===== config.mk =====
export PLATFORM = sky130hd
export DESIGN_NAME = logic_program_tokenizer_unit_flat
export DESIGN_NICKNAME = d
export VERILOG_FILES = /design/src/sv/lpt_pkg.sv /design/src/sv/lpt_if.sv /design/src/sv/lpt_scan.sv /design/src/sv/lpt_queue.sv /design/src/sv/logic_program_tokenizer_unit.sv /design/src/flat_wrapper.sv
export SDC_FILE = /design/constraint.sdc
export NUM_CORES = 1
export LEC_CHECK = 0
export BUFFER_PORTS_ARGS = -buffer_cell sky130_fd_sc_hd__buf_2
export CAP_MARGIN = 10
export CORE_MARGIN = 10
export CORE_UTILIZATION = 55
export DETAILED_ROUTE_END_ITERATION = 8
export PLACE_DENSITY = 0.79
export SYNTH_ARGS = -nofsm -noshare
export SYNTH_HDL_FRONTEND = slang
export SYNTH_SLANG_ARGS = --single-unit

===== constraint.sdc =====
create_clock -name clk -period 12 [get_ports clk]
set_input_delay 0 -clock clk [delete_from_list [all_inputs] [get_ports clk]]
set_output_delay 0 -clock clk [all_outputs]
set_load 0.01 [all_outputs]

===== src/sv/lpt_pkg.sv =====
// ============================================================================
// lpt_pkg: shared definitions for the logic program tokenizer
// Token kind codes, character constants, default widths and character-class
// helper functions.
// ============================================================================
`default_nettype none

package lpt_pkg;

    // Default field widths.
    localparam int LPT_VALUE_BITS  = 32;
    localparam int LPT_LENGTH_BITS = 8;
    localparam int LPT_LINE_BITS   = 16;

    typedef logic [3:0] kind_t;
    typedef logic [7:0] char_t;

    // Token kinds as they appear on the output word.
    localparam kind_t K_EOF      = 4'd0;
    localparam kind_t K_COMMA    = 4'd1;
    localparam kind_t K_LPAREN   = 4'd2;
    localparam kind_t K_RPAREN   = 4'd3;
    localparam kind_t K_LSQUARE  = 4'd4;
    localparam kind_t K_RSQUARE  = 4'd5;
    localparam kind_t K_DOT      = 4'd6;
    localparam kind_t K_COLON    = 4'd7;
    localparam kind_t K_IMPLIED  = 4'd8;
    localparam kind_t K_QUESTION = 4'd9;
    localparam kind_t K_AND      = 4'd10;
    localparam kind_t K_NOT      = 4'd11;
    localparam kind_t K_NUMERAL  = 4'd12;
    localparam kind_t K_LOWER    = 4'd13;
    localparam kind_t K_UPPER    = 4'd14;
    localparam kind_t K_ERROR    = 4'd15;

    // Characters with a meaning of their own.
    localparam char_t CH_NL     = 8'h0A;
    localparam char_t CH_TAB    = 8'h09;
    localparam char_t CH_SPACE  = 8'h20;
    localparam char_t CH_LBRACE = 8'h7B;
    localparam char_t CH_RBRACE = 8'h7D;
    localparam char_t CH_COMMA  = 8'h2C;
    localparam char_t CH_LPAREN = 8'h28;
    localparam char_t CH_RPAREN = 8'h29;
    localparam char_t CH_LSQ    = 8'h5B;
    localparam char_t CH_RSQ    = 8'h5D;
    localparam char_t CH_DOT    = 8'h2E;
    localparam char_t CH_QUEST  = 8'h3F;
    localparam char_t CH_AMP    = 8'h26;
    localparam char_t CH_COLON  = 8'h3A;
    localparam char_t CH_MINUS  = 8'h2D;
    localparam char_t CH_LESS   = 8'h3C;
    localparam char_t CH_EQUAL  = 8'h3D;
    localparam char_t CH_A      = 8'h61;
    localparam char_t CH_N      = 8'h6E;
    localparam char_t CH_D      = 8'h64;
    localparam char_t CH_O      = 8'h6F;
    localparam char_t CH_T      = 8'h74;

    function automatic logic is_digit(input char_t c);
        return (c >= 8'h30) && (c <= 8'h39);
    endfunction

    function automatic logic is_lower(input char_t c);
        return (c >= 8'h61) && (c <= 8'h7A);
    endfunction

    function automatic logic is_upper(input char_t c);
        return (c >= 8'h41) && (c <= 8'h5A);
    endfunction

    function automatic logic is_alnum(input char_t c);
        return is_digit(c) || is_lower(c) || is_upper(c);
    endfunction

endpackage

`default_nettype wire


===== src/sv/lpt_if.sv =====
// ============================================================================
// lpt_if: handshake channels of the logic program tokenizer
// One channel for source characters and one for tokens, each with valid,
// ready and its payload.
// ============================================================================
`default_nettype none

interface lpt_char_if;
    logic       valid;
    logic       ready;
    logic [7:0] char_code;
    logic       end_of_text;

    modport source (output valid, char_code, end_of_text, input ready);
    modport sink   (input valid, char_code, end_of_text, output ready);
endinterface

interface lpt_token_if #(
    parameter int VALUE_BITS  = lpt_pkg::LPT_VALUE_BITS,
    parameter int LENGTH_BITS = lpt_pkg::LPT_LENGTH_BITS,
    parameter int LINE_BITS   = lpt_pkg::LPT_LINE_BITS
);
    logic                   valid;
    logic                   ready;
    logic [3:0]             token_kind;
    logic [VALUE_BITS-1:0]  token_value;
    logic [LENGTH_BITS-1:0] word_length;
    logic [LINE_BITS-1:0]   line_number;
    logic                   last_token;

    modport source (output valid, token_kind, token_value, word_length, line_number,
                    last_token, input ready);
    modport sink   (input valid, token_kind, token_value, word_length, line_number,
                    last_token, output ready);
endinterface

`default_nettype wire


===== src/sv/lpt_scan.sv =====
// ============================================================================
// lpt_scan: scanner state and token decision
// Holds the lexer state and works out, for the character on the input, the
// zero, one or two tokens it releases and the state after it.
// ============================================================================
`default_nettype none

module lpt_scan #(
    parameter int VALUE_BITS  = lpt_pkg::LPT_VALUE_BITS,
    parameter int LENGTH_BITS = lpt_pkg::LPT_LENGTH_BITS,
    parameter int LINE_BITS   = lpt_pkg::LPT_LINE_BITS,
    localparam int TOK_W      = 4 + VALUE_BITS + LENGTH_BITS + LINE_BITS + 1
) (
    input  wire logic             clk,
    input  wire logic             rst_n,
    input  wire logic             step,
    input  wire logic [7:0]       char_code,
    input  wire logic             end_of_text,
    output logic      [TOK_W-1:0] tok0,
    output logic      [TOK_W-1:0] tok1,
    output logic      [1:0]       tok_count
);

    // Lexer modes.
    localparam logic [2:0] MODE_IDLE    = 3'd0;
    localparam logic [2:0] MODE_COMMENT = 3'd1;
    localparam logic [2:0] MODE_COLON   = 3'd2;
    localparam logic [2:0] MODE_LESS    = 3'd3;
    localparam logic [2:0] MODE_NUMBER  = 3'd4;
    localparam logic [2:0] MODE_WORD    = 3'd5;
    localparam logic [2:0] MODE_PREFIX  = 3'd6;

    // Keyword prefix progress.
    localparam logic [2:0] KP_NONE = 3'd0;
    localparam logic [2:0] KP_A    = 3'd1;
    localparam logic [2:0] KP_AN   = 3'd2;
    localparam logic [2:0] KP_N    = 3'd3;
    localparam logic [2:0] KP_NO   = 3'd4;

    localparam int WIDE_W = VALUE_BITS + 4;
    localparam logic [LINE_BITS-1:0] LINE_FIRST = LINE_BITS'(1);

    logic [2:0]             mode_reg,  mode_next;
    logic [2:0]             kp_reg,    kp_next;
    logic [VALUE_BITS-1:0]  acc_reg,   acc_next;
    logic [LENGTH_BITS-1:0] cnt_reg,   cnt_next;
    logic                   lower_reg, lower_next;
    logic [LINE_BITS-1:0]   line_reg,  line_next;

    // Character seen from the idle mode.
    logic [2:0]             st_mode;
    logic [2:0]             st_kp;
    logic [VALUE_BITS-1:0]  st_acc;
    logic [LENGTH_BITS-1:0] st_cnt;
    logic                   st_lower;
    logic                   st_emit;
    lpt_pkg::kind_t         st_kind;
    logic                   st_line_inc;

    // Token left pending by the current mode.
    logic                   pend_valid;
    lpt_pkg::kind_t         pend_kind;
    logic [VALUE_BITS-1:0]  pend_value;
    logic [LENGTH_BITS-1:0] pend_len;

    // Numeral accumulation and word growth.
    logic [WIDE_W-1:0]      acc_wide;
    logic [VALUE_BITS-1:0]  acc_sat;
    logic [LENGTH_BITS-1:0] cnt_grow;

    logic                   a_valid;
    logic                   b_valid;
    lpt_pkg::kind_t         b_kind;
    logic                   b_last;
    logic                   use_start;
    logic                   line_inc;
    logic [TOK_W-1:0]       tok_a;
    logic [TOK_W-1:0]       tok_b;

    // Times ten plus digit, sticking at the top value on overflow.
    always_comb
    begin
        acc_wide = ({4'b0, acc_reg} << 3) + ({4'b0, acc_reg} << 1)
                 + WIDE_W'(char_code[3:0]);
        if (acc_wide[WIDE_W-1 -: 4] != 4'b0)
        begin
            acc_sat = '1;
        end
        else
        begin
            acc_sat = acc_wide[VALUE_BITS-1:0];
        end
        cnt_grow = (cnt_reg == '1) ? cnt_reg : cnt_reg + LENGTH_BITS'(1);
    end

    // Scanning a character from the idle mode.
    always_comb
    begin
        st_mode     = MODE_IDLE;
        st_kp       = KP_NONE;
        st_acc      = '0;
        st_cnt      = '0;
        st_lower    = 1'b0;
        st_emit     = 1'b0;
        st_kind     = lpt_pkg::K_ERROR;
        st_line_inc = 1'b0;
        priority if (char_code == lpt_pkg::CH_NL)
        begin
            st_line_inc = 1'b1;
        end
        else if (char_code == lpt_pkg::CH_SPACE || char_code == lpt_pkg::CH_TAB)
        begin
            st_mode = MODE_IDLE;
        end
        else if (char_code == lpt_pkg::CH_LBRACE)
        begin
            st_mode = MODE_COMMENT;
        end
        else if (char_code == lpt_pkg::CH_COMMA)
        begin
            st_emit = 1'b1;
            st_kind = lpt_pkg::K_COMMA;
        end
        else if (char_code == lpt_pkg::CH_LPAREN)
        begin
            st_emit = 1'b1;
            st_kind = lpt_pkg::K_LPAREN;
        end
        else if (char_code == lpt_pkg::CH_RPAREN)
        begin
            st_emit = 1'b1;
            st_kind = lpt_pkg::K_RPAREN;
        end
        else if (char_code == lpt_pkg::CH_LSQ)
        begin
            st_emit = 1'b1;
            st_kind = lpt_pkg::K_LSQUARE;
        end
        else if (char_code == lpt_pkg::CH_RSQ)
        begin
            st_emit = 1'b1;
            st_kind = lpt_pkg::K_RSQUARE;
        end
        else if (char_code == lpt_pkg::CH_DOT)
        begin
            st_emit = 1'b1;
            st_kind = lpt_pkg::K_DOT;
        end
        else if (char_code == lpt_pkg::CH_QUEST)
        begin
            st_emit = 1'b1;
            st_kind = lpt_pkg::K_QUESTION;
        end
        else if (char_code == lpt_pkg::CH_AMP)
        begin
            st_emit = 1'b1;
            st_kind = lpt_pkg::K_AND;
        end
        else if (char_code == lpt_pkg::CH_COLON)
        begin
            st_mode = MODE_COLON;
        end
        else if (char_code == lpt_pkg::CH_LESS)
        begin
            st_mode = MODE_LESS;
        end
        else if (lpt_pkg::is_digit(char_code))
        begin
            st_mode = MODE_NUMBER;
            st_acc  = VALUE_BITS'(char_code[3:0]);
        end
        else if (char_code == lpt_pkg::CH_A || char_code == lpt_pkg::CH_N)
        begin
            st_mode  = MODE_PREFIX;
            st_kp    = (char_code == lpt_pkg::CH_A) ? KP_A : KP_N;
            st_cnt   = LENGTH_BITS'(1);
            st_lower = 1'b1;
        end
        else if (lpt_pkg::is_lower(char_code) || lpt_pkg::is_upper(char_code))
        begin
            st_mode  = MODE_WORD;
            st_cnt   = LENGTH_BITS'(1);
            st_lower = lpt_pkg::is_lower(char_code);
        end
        else
        begin
            st_emit = 1'b1;
            st_kind = lpt_pkg::K_ERROR;
        end
    end

    // The token that ending the current mode would release.
    always_comb
    begin
        pend_valid = 1'b0;
        pend_kind  = lpt_pkg::K_ERROR;
        pend_value = '0;
        pend_len   = '0;
        unique case (mode_reg)
            MODE_COLON:
            begin
                pend_valid = 1'b1;
                pend_kind  = lpt_pkg::K_COLON;
            end
            MODE_LESS:
            begin
                pend_valid = 1'b1;
                pend_kind  = lpt_pkg::K_ERROR;
            end
            MODE_NUMBER:
            begin
                pend_valid = 1'b1;
                pend_kind  = lpt_pkg::K_NUMERAL;
                pend_value = acc_reg;
            end
            MODE_WORD, MODE_PREFIX:
            begin
                pend_valid = 1'b1;
                pend_kind  = lower_reg ? lpt_pkg::K_LOWER : lpt_pkg::K_UPPER;
                pend_len   = cnt_reg;
            end
            default:
            begin
                pend_valid = 1'b0;
            end
        endcase
    end

    // Next state and released tokens. Token A is a pending token that the
    // character closes; token B is whatever the character itself gives.
    always_comb
    begin
        mode_next  = mode_reg;
        kp_next    = kp_reg;
        acc_next   = acc_reg;
        cnt_next   = cnt_reg;
        lower_next = lower_reg;
        line_next  = line_reg;
        a_valid    = 1'b0;
        b_valid    = 1'b0;
        b_kind     = lpt_pkg::K_EOF;
        b_last     = 1'b0;
        use_start  = 1'b0;
        line_inc   = 1'b0;

        if (end_of_text)
        begin
            a_valid    = pend_valid;
            b_valid    = 1'b1;
            b_kind     = lpt_pkg::K_EOF;
            b_last     = 1'b1;
            mode_next  = MODE_IDLE;
            kp_next    = KP_NONE;
            acc_next   = '0;
            cnt_next   = '0;
            lower_next = 1'b0;
        end
        else
        begin
            unique case (mode_reg)
                MODE_COMMENT:
                begin
                    if (char_code == lpt_pkg::CH_RBRACE)
                    begin
                        mode_next = MODE_IDLE;
                    end
                    else if (char_code == lpt_pkg::CH_NL)
                    begin
                        line_inc = 1'b1;
                    end
                end
                MODE_COLON:
                begin
                    if (char_code == lpt_pkg::CH_MINUS)
                    begin
                        b_valid   = 1'b1;
                        b_kind    = lpt_pkg::K_IMPLIED;
                        mode_next = MODE_IDLE;
                    end
                    else
                    begin
                        use_start = 1'b1;
                    end
                end
                MODE_LESS:
                begin
                    if (char_code == lpt_pkg::CH_EQUAL)
                    begin
                        b_valid   = 1'b1;
                        b_kind    = lpt_pkg::K_IMPLIED;
                        mode_next = MODE_IDLE;
                    end
                    else
                    begin
                        use_start = 1'b1;
                    end
                end
                MODE_NUMBER:
                begin
                    if (lpt_pkg::is_digit(char_code))
                    begin
                        acc_next = acc_sat;
                    end
                    else
                    begin
                        use_start = 1'b1;
                    end
                end
                MODE_WORD:
                begin
                    if (lpt_pkg::is_alnum(char_code))
                    begin
                        cnt_next = cnt_grow;
                    end
                    else
                    begin
                        use_start = 1'b1;
                    end
                end
                MODE_PREFIX:
                begin
                    if ((kp_reg == KP_A && char_code == lpt_pkg::CH_N)
                        || (kp_reg == KP_N && char_code == lpt_pkg::CH_O))
                    begin
                        kp_next  = kp_reg + 3'd1;
                        cnt_next = cnt_grow;
                    end
                    else if ((kp_reg == KP_AN && char_code == lpt_pkg::CH_D)
                             || (kp_reg == KP_NO && char_code == lpt_pkg::CH_T))
                    begin
                        b_valid    = 1'b1;
                        b_kind     = (kp_reg == KP_AN) ? lpt_pkg::K_AND : lpt_pkg::K_NOT;
                        mode_next  = MODE_IDLE;
                        kp_next    = KP_NONE;
                        cnt_next   = '0;
                        lower_next = 1'b0;
                    end
                    else if (lpt_pkg::is_alnum(char_code))
                    begin
                        mode_next = MODE_WORD;
                        kp_next   = KP_NONE;
                        cnt_next  = cnt_grow;
                    end
                    else
                    begin
                        use_start = 1'b1;
                    end
                end
                default:
                begin
                    use_start = 1'b1;
                end
            endcase

            if (use_start)
            begin
                a_valid    = pend_valid;
                mode_next  = st_mode;
                kp_next    = st_kp;
                acc_next   = st_acc;
                cnt_next   = st_cnt;
                lower_next = st_lower;
                b_valid    = st_emit;
                b_kind     = st_kind;
                line_inc   = st_line_inc;
            end
        end

        if (end_of_text)
        begin
            line_next = LINE_FIRST;
        end
        else if (line_inc && line_reg != '1)
        begin
            line_next = line_reg + LINE_BITS'(1);
        end
    end

    // Both tokens carry the line on which they ended.
    assign tok_a = {pend_kind, pend_value, pend_len, line_reg, 1'b0};
    assign tok_b = {b_kind, {VALUE_BITS{1'b0}}, {LENGTH_BITS{1'b0}}, line_reg, b_last};

    assign tok0      = a_valid ? tok_a : tok_b;
    assign tok1      = tok_b;
    assign tok_count = {a_valid & b_valid, a_valid ^ b_valid};

    // State registers move on each accepted character.
    always_ff @(posedge clk or negedge rst_n)
    begin
        if (!rst_n)
        begin
            mode_reg  <= MODE_IDLE;
            kp_reg    <= KP_NONE;
            acc_reg   <= '0;
            cnt_reg   <= '0;
            lower_reg <= 1'b0;
            line_reg  <= LINE_FIRST;
        end
        else if (step)
        begin
            mode_reg  <= mode_next;
            kp_reg    <= kp_next;
            acc_reg   <= acc_next;
            cnt_reg   <= cnt_next;
            lower_reg <= lower_next;
            line_reg  <= line_next;
        end
    end

endmodule

`default_nettype wire


===== src/sv/lpt_queue.sv =====
// ============================================================================
// lpt_queue: token queue
// A small register queue that takes up to two tokens per cycle and hands out
// one per cycle while the reader is ready, and signals room while two more fit.
// ============================================================================
`default_nettype none

module lpt_queue #(
    parameter int DATA_W = 61,
    parameter int DEPTH  = 4,
    localparam int PTR_W = $clog2(DEPTH),
    localparam int CNT_W = $clog2(DEPTH + 1)
) (
    input  wire logic              clk,
    input  wire logic              rst_n,
    input  wire logic [1:0]        push_count,
    input  wire logic [DATA_W-1:0] push_data0,
    input  wire logic [DATA_W-1:0] push_data1,
    output logic                   room,
    output logic                   out_valid,
    input  wire logic              out_ready,
    output logic      [DATA_W-1:0] out_data
);

    localparam logic [CNT_W-1:0] ROOM_LIMIT = CNT_W'(DEPTH - 2);

    logic [DATA_W-1:0] entry_reg [DEPTH];
    logic [PTR_W-1:0]  wr_ptr_reg, wr_ptr_next;
    logic [PTR_W-1:0]  rd_ptr_reg, rd_ptr_next;
    logic [CNT_W-1:0]  fill_reg,   fill_next;
    logic              pop;

    assign room      = (fill_reg <= ROOM_LIMIT);
    assign out_valid = (fill_reg != '0);
    assign out_data  = entry_reg[rd_ptr_reg];
    assign pop       = out_valid & out_ready;

    // Pointer and fill bookkeeping.
    always_comb
    begin
        wr_ptr_next = wr_ptr_reg + PTR_W'(push_count);
        rd_ptr_next = rd_ptr_reg + PTR_W'(pop);
        fill_next   = fill_reg + CNT_W'(push_count) - CNT_W'(pop);
    end

    always_ff @(posedge clk or negedge rst_n)
    begin
        if (!rst_n)
        begin
            wr_ptr_reg <= '0;
            rd_ptr_reg <= '0;
            fill_reg   <= '0;
        end
        else
        begin
            wr_ptr_reg <= wr_ptr_next;
            rd_ptr_reg <= rd_ptr_next;
            fill_reg   <= fill_next;
        end
    end

    // Token storage; the second token goes into the slot after the first.
    always_ff @(posedge clk)
    begin
        if (push_count != 2'd0)
        begin
            entry_reg[wr_ptr_reg] <= push_data0;
        end
        if (push_count == 2'd2)
        begin
            entry_reg[wr_ptr_reg + PTR_W'(1)] <= push_data1;
        end
    end

endmodule

`default_nettype wire


===== src/sv/logic_program_tokenizer_unit.sv =====
// ============================================================================
// logic_program_tokenizer_unit: streaming tokenizer for a logic language
// Takes one source character per word and delivers tokens with kind, numeral
// value, word length and line number.
// ============================================================================
// The unit accepts one character word every clock while its token queue has
// room for two tokens. A character is decided in the cycle it is accepted and
// its tokens can be taken from the next cycle on. The output delivers one token
// per clock while the receiver is ready; a character that closes a pending
// token and also gives one of its own (and the end mark after a pending token)
// puts two tokens into the queue, so a run of such characters is taken slower
// than one per clock, held back by the single read port of the four-entry queue.
// After the end-of-file token the scanner state and line start as after reset.
`default_nettype none

module logic_program_tokenizer_unit #(
    parameter int VALUE_BITS  = lpt_pkg::LPT_VALUE_BITS,
    parameter int LENGTH_BITS = lpt_pkg::LPT_LENGTH_BITS,
    parameter int LINE_BITS   = lpt_pkg::LPT_LINE_BITS
) (
    input wire logic    clk,
    input wire logic    rst_n,
    lpt_char_if.sink    char_in,
    lpt_token_if.source token_out
);

    localparam int TOK_W = 4 + VALUE_BITS + LENGTH_BITS + LINE_BITS + 1;

    logic             step;
    logic             room;
    logic [TOK_W-1:0] tok0;
    logic [TOK_W-1:0] tok1;
    logic [1:0]       tok_count;
    logic [1:0]       push_count;
    logic [TOK_W-1:0] head;

    assign char_in.ready = room;
    assign step          = char_in.valid & room;
    assign push_count    = step ? tok_count : 2'd0;

    lpt_scan #(
        .VALUE_BITS  (VALUE_BITS),
        .LENGTH_BITS (LENGTH_BITS),
        .LINE_BITS   (LINE_BITS)
    ) u_scan (
        .clk         (clk),
        .rst_n       (rst_n),
        .step        (step),
        .char_code   (char_in.char_code),
        .end_of_text (char_in.end_of_text),
        .tok0        (tok0),
        .tok1        (tok1),
        .tok_count   (tok_count)
    );

    lpt_queue #(
        .DATA_W (TOK_W),
        .DEPTH  (4)
    ) u_queue (
        .clk        (clk),
        .rst_n      (rst_n),
        .push_count (push_count),
        .push_data0 (tok0),
        .push_data1 (tok1),
        .room       (room),
        .out_valid  (token_out.valid),
        .out_ready  (token_out.ready),
        .out_data   (head)
    );

    // Unpack the token at the head of the queue.
    assign token_out.token_kind  = head[TOK_W-1 -: 4];
    assign token_out.token_value = head[TOK_W-5 -: VALUE_BITS];
    assign token_out.word_length = head[LINE_BITS+LENGTH_BITS : LINE_BITS+1];
    assign token_out.line_number = head[LINE_BITS:1];
    assign token_out.last_token  = head[0];

endmodule

`default_nettype wire


===== src/flat_wrapper.sv =====
// flat-port wrapper written by rule: the top's interface ports become plain ports
module logic_program_tokenizer_unit_flat 
#(
    parameter int VALUE_BITS  = lpt_pkg::LPT_VALUE_BITS,
    parameter int LENGTH_BITS = lpt_pkg::LPT_LENGTH_BITS,
    parameter int LINE_BITS   = lpt_pkg::LPT_LINE_BITS
)
  (clk, rst_n, char_in_valid, char_in_char_code, char_in_end_of_text, char_in_ready, token_out_valid, token_out_token_kind, token_out_token_value, token_out_word_length, token_out_line_number, token_out_last_token, token_out_ready);
  lpt_char_if char_in_i ();
  lpt_token_if #(.VALUE_BITS(VALUE_BITS), .LENGTH_BITS(LENGTH_BITS), .LINE_BITS(LINE_BITS)) token_out_i ();
  input wire logic clk;
  input wire logic rst_n;
  input wire logic [$bits(char_in_i.valid)-1:0] char_in_valid;
  input wire logic [$bits(char_in_i.char_code)-1:0] char_in_char_code;
  input wire logic [$bits(char_in_i.end_of_text)-1:0] char_in_end_of_text;
  output wire logic [$bits(char_in_i.ready)-1:0] char_in_ready;
  output wire logic [$bits(token_out_i.valid)-1:0] token_out_valid;
  output wire logic [$bits(token_out_i.token_kind)-1:0] token_out_token_kind;
  output wire logic [$bits(token_out_i.token_value)-1:0] token_out_token_value;
  output wire logic [$bits(token_out_i.word_length)-1:0] token_out_word_length;
  output wire logic [$bits(token_out_i.line_number)-1:0] token_out_line_number;
  output wire logic [$bits(token_out_i.last_token)-1:0] token_out_last_token;
  input wire logic [$bits(token_out_i.ready)-1:0] token_out_ready;
  assign char_in_i.valid = char_in_valid;
  assign char_in_i.char_code = char_in_char_code;
  assign char_in_i.end_of_text = char_in_end_of_text;
  assign char_in_ready = char_in_i.ready;
  assign token_out_valid = token_out_i.valid;
  assign token_out_token_kind = token_out_i.token_kind;
  assign token_out_token_value = token_out_i.token_value;
  assign token_out_word_length = token_out_i.word_length;
  assign token_out_line_number = token_out_i.line_number;
  assign token_out_last_token = token_out_i.last_token;
  assign token_out_i.ready = token_out_ready;
  logic_program_tokenizer_unit #(.VALUE_BITS(VALUE_BITS), .LENGTH_BITS(LENGTH_BITS), .LINE_BITS(LINE_BITS)) u_core (.clk(clk), .rst_n(rst_n), .char_in(char_in_i), .token_out(token_out_i));
endmodule

Word level (Yosys, flattened, before mapping). Memories as Yosys holds them, arrays and structs flattened. Cells that the tools add are included.

Reduce and logical (&&, ||, !) cells: 34. Add/sub/neg operators: 10. Eq/ne operators: 41. Order comparisons: 7. Muxes and demuxes: 181. Bitwise logic cells: 4.

Operators by type and width (count): 32-bit 2-to-1 mux (6); 4-bit 2-to-1 mux (29); 3-bit 2-to-1 mux (33); 8-bit by 6-bit == test with 1-bit output, second input constant (11); 1-bit 2-to-1 mux (80); 8-bit by 7-bit == test with 1-bit output, second input constant (9); 61-bit 2-to-1 mux (1); 8-bit 2-to-1 mux (7); 35-bit by 33-bit adder with 36-bit output (1); 36-bit by 4-bit adder with 36-bit output (1); 2-bit 2-to-1 mux (17); 16-bit 2-to-1 mux (2); 4-bit case mux with 3 select lines (2); 16-bit by 1-bit adder with 16-bit output, second input constant (1); 8-bit by 4-bit == test with 1-bit output, second input constant (2); 8-bit by 7-bit greater-or-equal comparator with 1-bit output, second input constant (2); 8-bit by 7-bit less-or-equal comparator with 1-bit output, second input constant (2); 16-bit != test, second input constant (1); 4-bit != test, second input constant (4); 8-bit case mux with 2 select lines (1); 3-bit nonzero test (5); 3-bit by 2-bit == test with 1-bit output, second input constant (4); 3-bit == test, second input constant (4); 3-bit case mux with 4 select lines (1); 31 further kinds (51).

Bits of input ports: 13. Memories kept: 1. Logic and storage cells: 287. Register bits: 70. RAM bits: 244. Output and inout port bits: 63.

Memories: u_core.u_queue.entry_reg (words 4, width 61, rd ports 1, clocked after memory_dff 0, wr ports 2, RTL line lpt_queue.sv:27) `logic [DATA_W-1:0] entry_reg [DEPTH];`.

Logic depth before layout (Yosys ltp).
Word-level depth: 26. Gate-level depth with buffers: 20. Depth with buffers taken out: 20.

Cells and area by module. From an unflattened synthesis, not the netlist that was laid out.

Cell total of the unflattened synthesis: 1546. Area, all modules: 19347.3 um^2.

By module, submodules not included: lpt_queue (seq. area each 7502.2 um^2, times used 1, area an instance 12157.9 um^2, cells an instance 629); lpt_scan (seq. area each 1577.8 um^2, times used 1, area an instance 7170.6 um^2, cells an instance 914); logic_program_tokenizer_unit (seq. area each 0.0 um^2, times used 1, area an instance 18.8 um^2, cells an instance 3).

Worst setup path after synthesis. No wires, ideal clock.

Path type: register -> register. Start point: register u_core.u_scan.kp_reg[0]. End point: memory u_core.u_queue.entry_reg[0][10], data pin. Period minus slack after synthesis: 4.878 ns. Required time: 11.743 ns. Cell stages (with the launch flop): 20. Library setup time: 0.257 ns. Path buffers: 4. Slack: 7.122 ns. Arrival: 4.621 ns. Cell sequence: dfrtp_1 -> inv_1 -> ha_1 -> or3b_1 -> a2111oi_4 -> o31a_1 -> o221ai_4 -> or2_1 -> buf_6 -> nand2_8 -> inv_2 -> ha_1 -> o21ai_1 -> nand2b_1 -> clkbuf_1 -> and2_0 -> clkbuf_1 -> inv_1 -> clkbuf_1 -> and2_1.

RTL lines: start, declared (RTL line lpt_scan.sv:44) `logic [2:0] kp_reg, kp_next;`; start signal, assigned (RTL line lpt_scan.sv:402) `kp_reg <= kp_next;`; end, declared (RTL line lpt_queue.sv:27).

==> metrics.csv <==
stage,metric,value,unit
route,drt_wl_total,40500,microns
power_and_ir_drop,power_frac_comb,23.5,%
sta,finalHoldViolCount,0,
global_routing,top_usage_layer,met2,
synthesis,ys.flop_type,dfxtp_1,
power_and_ir_drop,intPower,2.06,mW
global_routing,overflow,0,
power_and_ir_drop,p_total,3.02,mW
power_and_ir_drop,pwr-share-seq,40.8,%
power_and_ir_drop,power_switching,959,uW
floorplanning,core_area,0.0295,sq mm
clocking,cts_made_buffers,35,
synthesis,synth_cells,1420,
critical_path,required,12.10,ns
power_and_ir_drop,p_per_area,168,mW/mm^2
floorplanning,dieArea,0.0370,sq mm
critical_path,cp.arrival,6.02,ns
finish,post-route-util,60.9,%
critical_path,worstSetupEndpointType,flip-flop,
clocking,clk_latency,0.52,ns
synthesis,avgSynthCellArea,11.5,sq um
power_and_ir_drop,pwr-share-clk,35.7,%
route,routedWlPerCell,21.9,microns
sta,final.setup.tns,0,ns
sta,worstMarginPinSlew,1.19,ns
clocking,tritoncts,yes,
global_routing,grt_max_degree,75,
clocking,cts_root_buffer,clkbuf_16,
finish,nFillCells,2373,
global_routing,met1_usage,30.5,%
sta,final.period_utilization,49.4,%
clocking,htreeDepth,2,
sta,whs,0.0170,ns
critical_path,crit_path_start_kind,flip-flop,
placed_design,dp.final_hpwl,25800,microns
finish,regArea,0.00748,sq mm
global_routing,grt_pass1_wl,65500,microns
hold_path,hold_class,in2reg,
global_routing,first_global_vias,12000,
clocking,post_cts_buffers,0,
finish,multi_input_area,0.00821,sq mm
outcome,status,completed,
finish,area_delta_synth_final,9.89,%
global_routing,grtUsageTotal,21.6,%
route,vias,12300,
route,dr.pass1.iters,5,
floorplanning,io_pins,76,
synthesis,synth_seq_cells,314,
global_routing,grt_use_met3,3.38,%
power_and_ir_drop,power_leakage,7.08,nW
critical_path,cp_max_fo,58,
placed_design,gp_congestion,0.944,
clocking,clock_sinks,314,
finish,antenna_cells,0,
route,drc,0,
sta,maxSlewViolCount,0,
finish,final_nets,1522,
clocking,cts_max_path_buffers,3,
floorplanning,fp-row-count,63,
sta,fmax,0.169,GHz
finish,drive_gt1_share,16.3,%
placed_design,portBuffers,75,
sta,setup_viol,0,
global_routing,met2_usage,33.9,%
global_routing,grt_antenna_before_repair,0,
route,ant_nets,0,
sta,final.min_clock_period,5.92,ns
sta,slew-limit-headroom,20.6,%
power_and_ir_drop,vdd_drop_max,0.133,mV
sta,worst_slack,6.08,ns
floorplanning,die_y,192,microns
power_and_ir_drop,switching_share,31.8,%
placed_design,post-place-ws,6.15,ns
floorplanning,start_util,55.5,%
synthesis,synth_seq_area_share,45.7,%
synthesis,synth_cell_types,91,
finish,largest_reg_flops,244,
synthesis,async_flop_share,22.3,%
sta,rsz0062_at_grt,false,
synthesis,ys_warn_count,0,
route,routed_via_density,6.68,
flow_run,drv_cap,0,
route,drtIter0Drc,1384,
synthesis,synth_edf_count,84,
synthesis,synth_area,0.0163,sq mm
critical_path,crit_type,reg2reg,
sta,skew,0.0149,ns
synthesis,synthesis.nets,1512,
clocking,path_clk_slew,0.06,ns
floorplanning,die_x,192,microns
-- layout make-up --
cell class	count	area share [%]
inverters	28	0.585
clock buffers	52	5.57
repair buffers	92	2.91
well taps	390	2.72
clock inverters	12	0.870
flip-flops and latches	314	41.7
multi-input cells	959	45.7
-- cells in the mapped netlist (25+ instances only) --
master      n  area share [%]
a21oi_1    77             2.4
a22o_1     41             2.2
a32o_1    128             7.8
and2_1     27             1.0
clkbuf_1   76             1.7
dfrtp_1    69              11
dfxtp_1   160              20
edfxtp_1   84              15
ha_1       76             5.8
inv_1      27            0.62
mux4_2     61             8.4
nand2_1    73             1.7
nand3_1    37             1.1
nor2_1     62             1.4
nor2b_1    52             2.0
o21ai_0    42             1.3
xnor2_1    25             1.3
xor2_1     27             1.4
-- worst max-delay path, cell delays in order, from the launching register on --
cell and delay [ns]:
dfrtp_1 0.46, ha_1 0.23, ha_1 0.19, and2_1 0.15, o2111a_1 0.31, o31a_1 0.29
o221ai_4 0.39, or2_1 0.48, nand2_8 0.19, inv_2 0.18, ha_1 0.31, o21ai_1 0.29
nand3b_1 0.46, and2_2 0.24, buf_4 0.63, inv_1 0.66
-- what timing repair did --
item	4_1_cts	5_1_grt
hold endpoints to repair	76	0
hold buffers	7	0
gates resized for setup	0	0
setup endpoints to repair	0	0
-- per-stage QoR --
step | cell area (sq um) | instances
5_1_grt | 18000 | 1847
4_1_cts | 18000 | 1847
3_5_place_dp | 16700 | 1776
3_3_place_gp | 16700 | 1776
6_report | 18000 | 1847
2_1_floorplan | 16300 | 1420
-- routing by layer --
metal	part of all wire (%)	wire length (microns)
met4	2.2	874
met2	46	18800
met3	8.0	3230
met1	44	17700
met5	0	0
-- path summary, 6_finish.rpt --
check                                                 from                               to  slack (ns)  cells after the start
max reg2reg                        u_core.u_scan.kp_reg[0]  u_core.u_queue.entry_reg[3][13]        6.08                     15
min reg2reg                u_core.u_queue.entry_reg[2][34]  u_core.u_queue.entry_reg[2][34]        0.46                      1
max                                u_core.u_scan.kp_reg[0]  u_core.u_queue.entry_reg[3][13]        6.08                     15
max in group asynchronous                            rst_n     u_core.u_queue.rd_ptr_reg[0]       11.14                      2
min                                   char_in_char_code[4]          u_core.u_scan.lower_reg        0.02                      3
min in group asynchronous                            rst_n          u_core.u_scan.kp_reg[1]        0.15                      2
-- cell families (layout without fill, tap and decap cells) --
family	Yosys count	after routing	share of synthesized area, %
AOI/OAI and AO/OA	416	416	20.6
xor gates and xnor gates	52	52	2.79
adders and majority gates	79	79	6.18
buffers and inverters	147	184	4.17
DFF	314	314	45.7
muxes	63	63	8.53
and+or+nand+nor	349	349	12.0
-- cells in the final DEF, fill, tap and decap left out, types with 6 or more instances in the layout --
cell type and count:
dfxtp_1 160, a221o_1 20, o21ai_0 42, xnor2_1 25
nand2_1 73, nor2b_1 52, inv_1 27, mux4_2 61
a32o_1 128, buf_4 11, a21oi_1 77, nand4_1 16
clkbuf_16 36, nor3_1 10, o211ai_1 7, o21ai_1 6
nor2_4 6, nand3b_1 7, a22o_1 41, dfrtp_1 67
o31ai_1 8, ha_1 76, and3_1 13, nor4_1 6
edfxtp_1 84, a21o_1 12, buf_2 74, nor2_1 60
nand3_1 37, a31oi_1 6, clkbuf_1 12, and2_1 28
dlygate4sd3_1 7, o22ai_1 21, xor2_1 27
-- power groups by stage --
stage          registers (mW)  clock network, mW  logic [mW]
2_1_floorplan            1.20                  0       0.554
5_1_grt                  1.24               1.13       0.771
6_report                 1.23               1.08       0.710
3_5_place_dp             1.25                  0       0.713
3_3_place_gp             1.25                  0       0.702
4_1_cts                  1.23               1.09       0.720
(Power assumes the default switching activity.)
